[src/sv/station_bin_demand_averager_defines.svh]
// ----------------------------------------------------------------------------
// Assertion macros for the station bin demand averager
// Used by the RTL file that checks its own control logic.
// ----------------------------------------------------------------------------
`ifndef STATION_BIN_DEMAND_AVERAGER_DEFINES_SVH
`define STATION_BIN_DEMAND_AVERAGER_DEFINES_SVH

// Same-cycle implication, sampled on clk, off during reset
`define SBDA_ASSERT_IMPL(label, ante, cons, msg) \
  label: assert property (@(posedge clk) disable iff (!rst_n) (ante) |-> (cons)) \
    else $error(msg);

// Next-cycle implication, sampled on clk, off during reset
`define SBDA_ASSERT_NEXT(label, ante, cons, msg) \
  label: assert property (@(posedge clk) disable iff (!rst_n) (ante) |=> (cons)) \
    else $error(msg);

`endif

[src/sv/sbda_pkg.sv]
// ----------------------------------------------------------------------------
// sbda_pkg
// Shared constants and types of the station bin demand averager.
// ----------------------------------------------------------------------------
package sbda_pkg;

  localparam int SECS_PER_DAY = 86400;

  localparam int IN_W       = 32;
  localparam int OUT_W      = 56;
  localparam int CFG_IDX_W  = 2;
  localparam int CFG_DATA_W = 24;

  localparam int DIV_N_W = 24;
  localparam int DIV_D_W = 18;

  localparam logic [1:0] CMD_ADD     = 2'd0;
  localparam logic [1:0] CMD_PREDICT = 2'd1;
  localparam logic [1:0] CMD_CLEAR   = 2'd2;

  localparam logic [CFG_IDX_W-1:0] CFG_BIN_WIDTH  = 2'd0;
  localparam logic [CFG_IDX_W-1:0] CFG_DAILY_MEAN = 2'd1;
  localparam logic [CFG_IDX_W-1:0] CFG_DAILY_VAR  = 2'd2;

  typedef struct packed {
    logic               start;
    logic [DIV_N_W-1:0] dividend;
    logic [DIV_D_W-1:0] divisor;
  } div_req_t;

  typedef struct packed {
    logic               done;
    logic [DIV_N_W-1:0] quot;
    logic [DIV_D_W-1:0] rem;
  } div_rsp_t;

endpackage

[src/sv/sbda_div.sv]
// ----------------------------------------------------------------------------
// sbda_div
// Restoring unsigned divider, one quotient bit per cycle.
// ----------------------------------------------------------------------------
module sbda_div (
  input  logic              clk,
  input  logic              rst_n,
  input  sbda_pkg::div_req_t req,
  output sbda_pkg::div_rsp_t rsp
);

  localparam int CNT_W = $clog2(sbda_pkg::DIV_N_W + 1);

  logic [CNT_W-1:0]             cnt_r;
  logic [sbda_pkg::DIV_N_W-1:0] q_r;
  logic [sbda_pkg::DIV_D_W-1:0] r_r;
  logic [sbda_pkg::DIV_D_W-1:0] d_r;
  logic                         done_r;
  logic [sbda_pkg::DIV_D_W:0]   shifted;
  logic [sbda_pkg::DIV_D_W:0]   trial;

  assign shifted = {r_r, q_r[sbda_pkg::DIV_N_W-1]};
  assign trial   = shifted - {1'b0, d_r};

  always_ff @(posedge clk) begin
    if (!rst_n) begin
      cnt_r  <= '0;
      done_r <= 1'b0;
    end else begin
      done_r <= 1'b0;
      if (req.start) begin
        q_r   <= req.dividend;
        r_r   <= '0;
        d_r   <= req.divisor;
        cnt_r <= CNT_W'(sbda_pkg::DIV_N_W);
      end else if (cnt_r != '0) begin
        // keep the difference when it does not borrow
        if (!trial[sbda_pkg::DIV_D_W]) begin
          r_r <= trial[sbda_pkg::DIV_D_W-1:0];
          q_r <= {q_r[sbda_pkg::DIV_N_W-2:0], 1'b1};
        end else begin
          r_r <= shifted[sbda_pkg::DIV_D_W-1:0];
          q_r <= {q_r[sbda_pkg::DIV_N_W-2:0], 1'b0};
        end
        cnt_r <= cnt_r - CNT_W'(1);
        if (cnt_r == CNT_W'(1)) begin
          done_r <= 1'b1;
        end
      end
    end
  end

  assign rsp.done = done_r;
  assign rsp.quot = q_r;
  assign rsp.rem  = r_r;

endmodule

[config.mk]
export PLATFORM = sky130hd
export DESIGN_NAME = sbda_div
export DESIGN_NICKNAME = d
export VERILOG_FILES = /design/src/sv/station_bin_demand_averager_defines.svh /design/src/sv/sbda_pkg.sv /design/src/sv/sbda_div.sv
export SDC_FILE = /design/constraint.sdc
export NUM_CORES = 1
export LEC_CHECK = 0
export ABC_AREA = 1
export ABC_CLOCK_PERIOD_IN_PS = 10400
export BUFFER_PORTS_ARGS = -buffer_cell sky130_fd_sc_hd__buf_2
export CAP_MARGIN = 10
export CORE_MARGIN = 2
export CORE_UTILIZATION = 55
export DETAILED_ROUTE_END_ITERATION = 8
export GPL_ROUTABILITY_DRIVEN = 0
export PLACE_DENSITY = 0.88
export REMOVE_ABC_BUFFERS = 1
export SLEW_MARGIN = 10
export SYNTH_ARGS = -nofsm -noshare
export SYNTH_HDL_FRONTEND = slang
export SYNTH_SLANG_ARGS = --single-unit
[constraint.sdc]
create_clock -name clk -period 10.4 [get_ports clk]
set_input_delay 2.6 -clock clk [delete_from_list [all_inputs] [get_ports clk]]
set_output_delay 2.6 -clock clk [all_outputs]
set_load 0.01 [all_outputs]
==> results.py, run 1 <==
metrics = {
    "outcome": {
        "status": "completed",
    },
    "setup_path": {
        "crit_chain": "buf_2 -> clkinv_1 -> buf_16 -> nand2_1 -> nand2_1",
        "cpMostUsedCell": "nand2_1",
        "crit_path_start_kind": "input pin",
        "slowest_stage": "clkinv_1",
        "worst_ep_required_time_ps": 10510,
        "crit_fanout": 28,
        "critPathKind": "input pin to flip-flop",
        "critical_path.endpoint_type": "flip-flop",
        "arrival_ps": 3990,
        "slowest_delay_ps": 540,
    },
    "sta": {
        "setup_violations": 0,
        "worst_slew_pin_slew_ps": 774,
        "finClkSkew_ps": 6.64,
        "slew_viol_final": 0,
        "period_share_pct": 37.3,
        "whs_ps": 461,
        "final.setup.tns_ps": 0,
        "rsz0062_at_grt": "false",
        "hold_violations": 0,
        "max_freq_mhz": 258,
        "period_needed_ps": 3880,
        "slew_headroom_pct": 48.4,
    },
    "power_and_ir_drop": {
        "power_frac_seq_pct": 36.2,
        "internal-power_uw": 636,
        "pwr-share-comb_pct": 42.1,
        "leakage_uw": 0.00240,
        "p_sw_uw": 428,
        "swShare_pct": 40.2,
        "power_density_nw_per_um2": 226,
        "irDropWorstVdd_uv": 113,
        "clkPwrFrac_pct": 21.7,
    },
    "clock_network": {
        "post_cts_buffers": 0,
        "root_buffer": "clkbuf_8",
        "cts.sinks": 66,
        "insertion_delay_ps": 360,
        "cts_tree": "done",
        "cts_max_level": 3,
        "ctsHoldBuffers": 0,
        "clkSlewWorstSetupHoldPaths_ps": 70,
        "clockBufferDepth": 2,
        "cts_buffers": 9,
        "cts_resized": 0,
    },
    "die": {
        "start_util_pct": 57.5,
        "coreArea_um2": 6870,
        "die_area_um2": 7880,
        "die_w_um": 88.8,
        "io_pins": 88,
        "num_rows": 30,
        "die_h_um": 88.8,
    },
    "layout": {
        "syn2layout_area_growth_pct": 19.0,
        "drive_above_1_share_pct": 24.4,
        "nFillCells": 535,
        "n_antenna_cell": 0,
        "regArea_um2": 1920,
        "multi_input_area_um2": 1750,
        "layout_common_cells": "nand2_1, buf_2, edfxtp_1",
        "final_nets": 635,
        "layout_commonest_cell": "nand2_1",
    },
    "grt": {
        "antenna_found_initial": 0,
        "grt_pass1_wl_um": 14400,
        "grt_overflow": 0,
        "grtUsageTotal_pct": 24.1,
        "first_global_vias": 3228,
        "grt_max_degree": 43,
    },
    "synthesis": {
        "netlist_area_um2": 3950,
        "yosysSeqAreaShare_pct": 48.6,
        "synth_area_per_cell_um2": 8.25,
        "yosysWarnings": 0,
        "synthCells": 479,
        "ys_ff_latch": 66,
        "synth_cell_types": 33,
    },
    "placed_design": {
        "port_buffers": 87,
        "dpl.hpwl_um": 6440,
    },
    "routing": {
        "wire_per_inst_um": 13.2,
        "dr.pass1.iters": 5,
        "wl_um": 8870,
        "drtIter0Drc": 303,
        "vias_per_cell": 5.15,
        "antenna_left": 0,
        "vias": 3450,
        "remaining_drc_errors": 0,
    },
    "worst_hold_path": {
        "hp-class": "flip-flop to flip-flop",
    },
    "flow_run": {
        "cap_violations": 0,
    },
}
sequential cells by signal, indices dropped and copies added (netlist names):
| name | count |
|---|---|
| r_r | 18 |
| d_r | 18 |
| done_r | 1 |
| cnt_r | 5 |
| q_r | 24 |
per-stage QoR:
step / instance area, um^2 / utilization, % / total power, uW / cells / worst slack, ps
global route: 4700 / 68.5 / 1140 / 670 / 6370
global placement: 4460 / 64.9 / 812 / 653 / 5590
floorplan: 3880 / - / 710 / 469 / 4270
finish: 4700 / 68.5 / 1060 / 670 / 6520
detailed placement: 4460 / 64.9 / 830 / 653 / 5450
CTS: 4670 / 68.1 / 1060 / 669 / 5840
cells by family after synthesis:
| group | Yosys count | share of synthesized area (%) |
|---|---|---|
| simple gates | 286 | 31.1 |
| fa+ha+maj | 21 | 6.84 |
| compound gates | 27 | 3.83 |
| xor+xnor | 10 | 2.22 |
| buf+inv | 69 | 7.34 |
| flops | 66 | 48.6 |
critical path: cells and delay by family:
| kind | cells | cell delay (ps) |
|---|---|---|
| and+or+nand+nor | 2 | 140 |
| buffers and inverters | 3 | 1250 |
final cells by class:
class | count | area share (%)
sequential | 66 | 40.9
multi-input combinational | 344 | 37.3
timing repair buffer | 89 | 10.0
inverter | 59 | 4.71
clock buffer | 12 | 3.99
tap | 96 | 2.55
clock inverter | 4 | 0.612
final timing paths:
path | cells past startpoint | slack [ps] | from | to
setup / recovery | 5 | 6520 | req[42] | q_r[12]$_DFFE_PP_
hold / removal | 1 | 460 | cnt_r[4]$_SDFFE_PN0N_ | done_r$_SDFF_PP0_
setup reg to reg | 12 | 8040 | q_r[23]$_DFFE_PP_ | r_r[13]$_SDFFCE_PP0P_
hold reg to reg | 1 | 460 | cnt_r[4]$_SDFFE_PN0N_ | done_r$_SDFF_PP0_
synthesized netlist by cell type, drive strengths merged:
| master | n | area share, % |
|---|---|---|
| xor2 | 7 | 1.6 |
| ha | 20 | 6.3 |
| nand2 | 196 | 20 |
| or2 | 1 | 0.16 |
| nand4 | 1 | 0.16 |
| or3b | 1 | 0.22 |
| nand3 | 18 | 2.5 |
| nor2 | 60 | 6.6 |
| clkinv | 1 | 0.095 |
| xnor2 | 3 | 0.66 |
| and2 | 1 | 0.16 |
| buf | 5 | 1.3 |
| dfxtp | 6 | 3.0 |
| fa | 1 | 0.51 |
| clkbuf | 5 | 0.47 |
| edfxtp | 60 | 46 |
| o21a | 1 | 0.19 |
| o21ai | 8 | 1.0 |
| a21oi | 17 | 2.4 |
| nor3 | 2 | 0.25 |
| a21boi | 1 | 0.19 |
| nand3b | 6 | 1.1 |
| inv | 58 | 5.5 |
power by group through the flow:
stage / logic (uW) / registers [uW] / clock network, uW
after floorplan: 308 / 402 / 0
after global placement: 423 / 389 / 0
after detailed placement: 440 / 390 / 0
after CTS: 443 / 385 / 232
after global routing: 504 / 390 / 242
final: 448 / 385 / 231
per-layer routing:
layer | global-route usage [%] | routed length [um] | vias up
li1 | - | - | 1699
met1 | 31.0 | 3680 | 1571
met2 | 38.1 | 4150 | 157
met3 | 6.34 | 825 | 23
met4 | 11.4 | 213 | 0
met5 | 0 | 0 | -
Power figures use the tool's default switching activity.
==> run 2: changes to the inputs <==
- ABC_CLOCK_PERIOD_IN_PS: 10400 -> 4000
- clock period: 10.4 -> 4 ns (I/O delays scaled with it)
==> run 2 against run 1 <==
Critical path depth stayed put; clock skew is 1.4 ps higher; non-clock buffer count stayed put; global-route usage is 0.75 points higher; core utilization is 0.091 points higher; die area stayed put; sequential share of layout area is 0.054 points lower.
==> results.py, run 2 (same netlist as run 1, synthesis figures left out) <==
metrics = {
    "clock_network": {
        "root_buffer": "clkbuf_8",
        "cts_tree": "done",
        "cts_max_level": 3,
        "ctsHoldBuffers": 0,
        "post_cts_buffers": 0,
        "cts.sinks": 66,
        "cts_buffers": 9,
        "clockBufferDepth": 2,
        "cts_resized": 0,
        "insertion_delay_ps": 340,
        "clkSlewWorstSetupHoldPaths_ps": 80,
    },
    "grt": {
        "first_global_vias": 3471,
        "grt_pass1_wl_um": 15000,
        "grtUsageTotal_pct": 24.9,
        "grt_overflow": 0,
        "grt_max_degree": 29,
        "antenna_found_initial": 0,
    },
    "setup_path": {
        "crit_chain": "buf_2 -> clkinv_1 -> buf_4 -> nand2_1 -> nand2_1",
        "worstSetupPathDepth": 5,
        "worst_ep_required_time_ps": 4100,
        "slowest_delay_ps": 640,
        "crit_buf_inv": 3,
        "crit_path_start": "req[42]",
        "cpMostUsedCell": "nand2_1",
        "r2r_start": "q_r[23]$_DFFE_PP_",
        "critical_path.endpoint_type": "flip-flop",
        "r2r_setup_slack_ps": 1550,
        "arrival_ps": 2630,
        "slowest_stage": "clkinv_1",
        "crit_fanout": 28,
        "path_delay_family": "buffers and inverters",
        "reg2reg_depth": 12,
        "crit_path_start_kind": "input pin",
        "critPathKind": "input pin to flip-flop",
    },
    "die": {
        "die_area_um2": 7880,
        "io_pins": 88,
        "start_util_pct": 57.5,
        "die_h_um": 88.8,
        "coreArea_um2": 6870,
        "die_w_um": 88.8,
        "num_rows": 30,
    },
    "sta": {
        "finClkSkew_ps": 8.08,
        "final.setup.tns_ps": 0,
        "slew_headroom_pct": 47.9,
        "max_freq_mhz": 395,
        "worst_slew_pin_slew_ps": 780,
        "period_needed_ps": 2530,
        "period_share_pct": 63.2,
        "slew_viol_final": 0,
        "rsz0062_at_grt": "false",
        "setup_violations": 0,
        "whs_ps": 476,
        "hold_violations": 0,
    },
    "layout": {
        "top_register": "q_r",
        "layout_common_cells": "nand2_1, buf_2, edfxtp_1",
        "drive_above_1_share_pct": 24.2,
        "reg_top3": "q_r x24, d_r x18, r_r x18",
        "largest_register_ffs": 24,
        "nFillCells": 551,
        "final_nets": 635,
        "final_core_util_pct": 68.5,
        "layout_commonest_cell": "nand2_1",
        "syn2layout_area_growth_pct": 19.1,
        "n_antenna_cell": 0,
    },
    "routing": {
        "antenna_left": 0,
        "drtIter0Drc": 256,
        "remaining_drc_errors": 0,
        "vias_per_cell": 5.13,
        "dr.pass1.iters": 5,
        "vias": 3437,
        "wire_per_inst_um": 13.1,
        "wl_um": 8810,
    },
    "power_and_ir_drop": {
        "power_frac_seq_pct": 35.1,
        "p_sw_uw": 1090,
        "clkPwrFrac_pct": 24.0,
        "swShare_pct": 38.5,
        "pwr-share-comb_pct": 40.9,
        "irDropWorstVdd_uv": 333,
        "power_density_nw_per_um2": 604,
        "internal-power_uw": 1750,
        "leakage_uw": 0.00239,
    },
    "placed_design": {
        "dpl.hpwl_um": 6610,
        "port_buffers": 87,
    },
    "worst_hold_path": {
        "hold_start": "cnt_r[4]$_SDFFE_PN0N_",
        "hp-class": "flip-flop to flip-flop",
        "whs_path_depth": 1,
    },
    "flow_run": {
        "cap_violations": 0,
    },
    "outcome": {
        "status": "completed",
    },
}
## run 2: cell type report
| type | instances | area (um^2) | share of cell area (%) |
|---|---|---|---|
| Inverter | 59 | 221 | 4.70 |
| Clock inverter | 6 | 115 | 2.44 |
| Sequential cell | 66 | 1920 | 40.8 |
| Multi-Input combinational cell | 344 | 1750 | 37.2 |
| Clock buffer | 10 | 128 | 2.71 |
| Tap cell | 96 | 120 | 2.55 |
| Timing Repair Buffer | 89 | 450 | 9.57 |
## run 2: worst paths after layout
path	to
max	q_r[14]$_DFFE_PP_
max reg2reg	r_r[14]$_SDFFCE_PP0P_
min reg2reg	done_r$_SDFF_PP0_
min	done_r$_SDFF_PP0_
## run 2: layer usage
layer / track usage, % / routed length [um]
met1: 29.4 / 3510
met3: 6.53 / 758
met5: 0 / 0
met2: 43.0 / 4350
met4: 9.92 / 194
## run 2: worst register-to-register path, stage by stage, from the launching register on
cell,delay [ps]
edfxtp_1,430
inv_1,80
ha_1,140
inv_1,70
fa_1,480
nand3_1,150
nand3_2,140
nand2_4,110
nand3_1,110
nand2_4,260
nand2_1,100
nand2_1,90
nor2_1,50
## run 2: power by group through the flow
stage               logic [uW]  clock network [uW]  registers [uW]
CTS                       1150                 690             999
detailed placement        1140                   0            1010
global placement          1100                   0            1010
global route              1330                 714            1010
finish                    1160                 681             999
floorplan                  800                   0            1050
## run 2: per-stage QoR
stage               power, uW  setup WS, ps  instance area [um^2]  std cells
finish                   2840          1470                  4710        670
global route             3050          1320                  4710        670
CTS                      2840          1500                  4710        670
detailed placement       2150          1130                  4470        654
global placement         2110          1210                  4470        654
floorplan                1840          -533                  3880        469
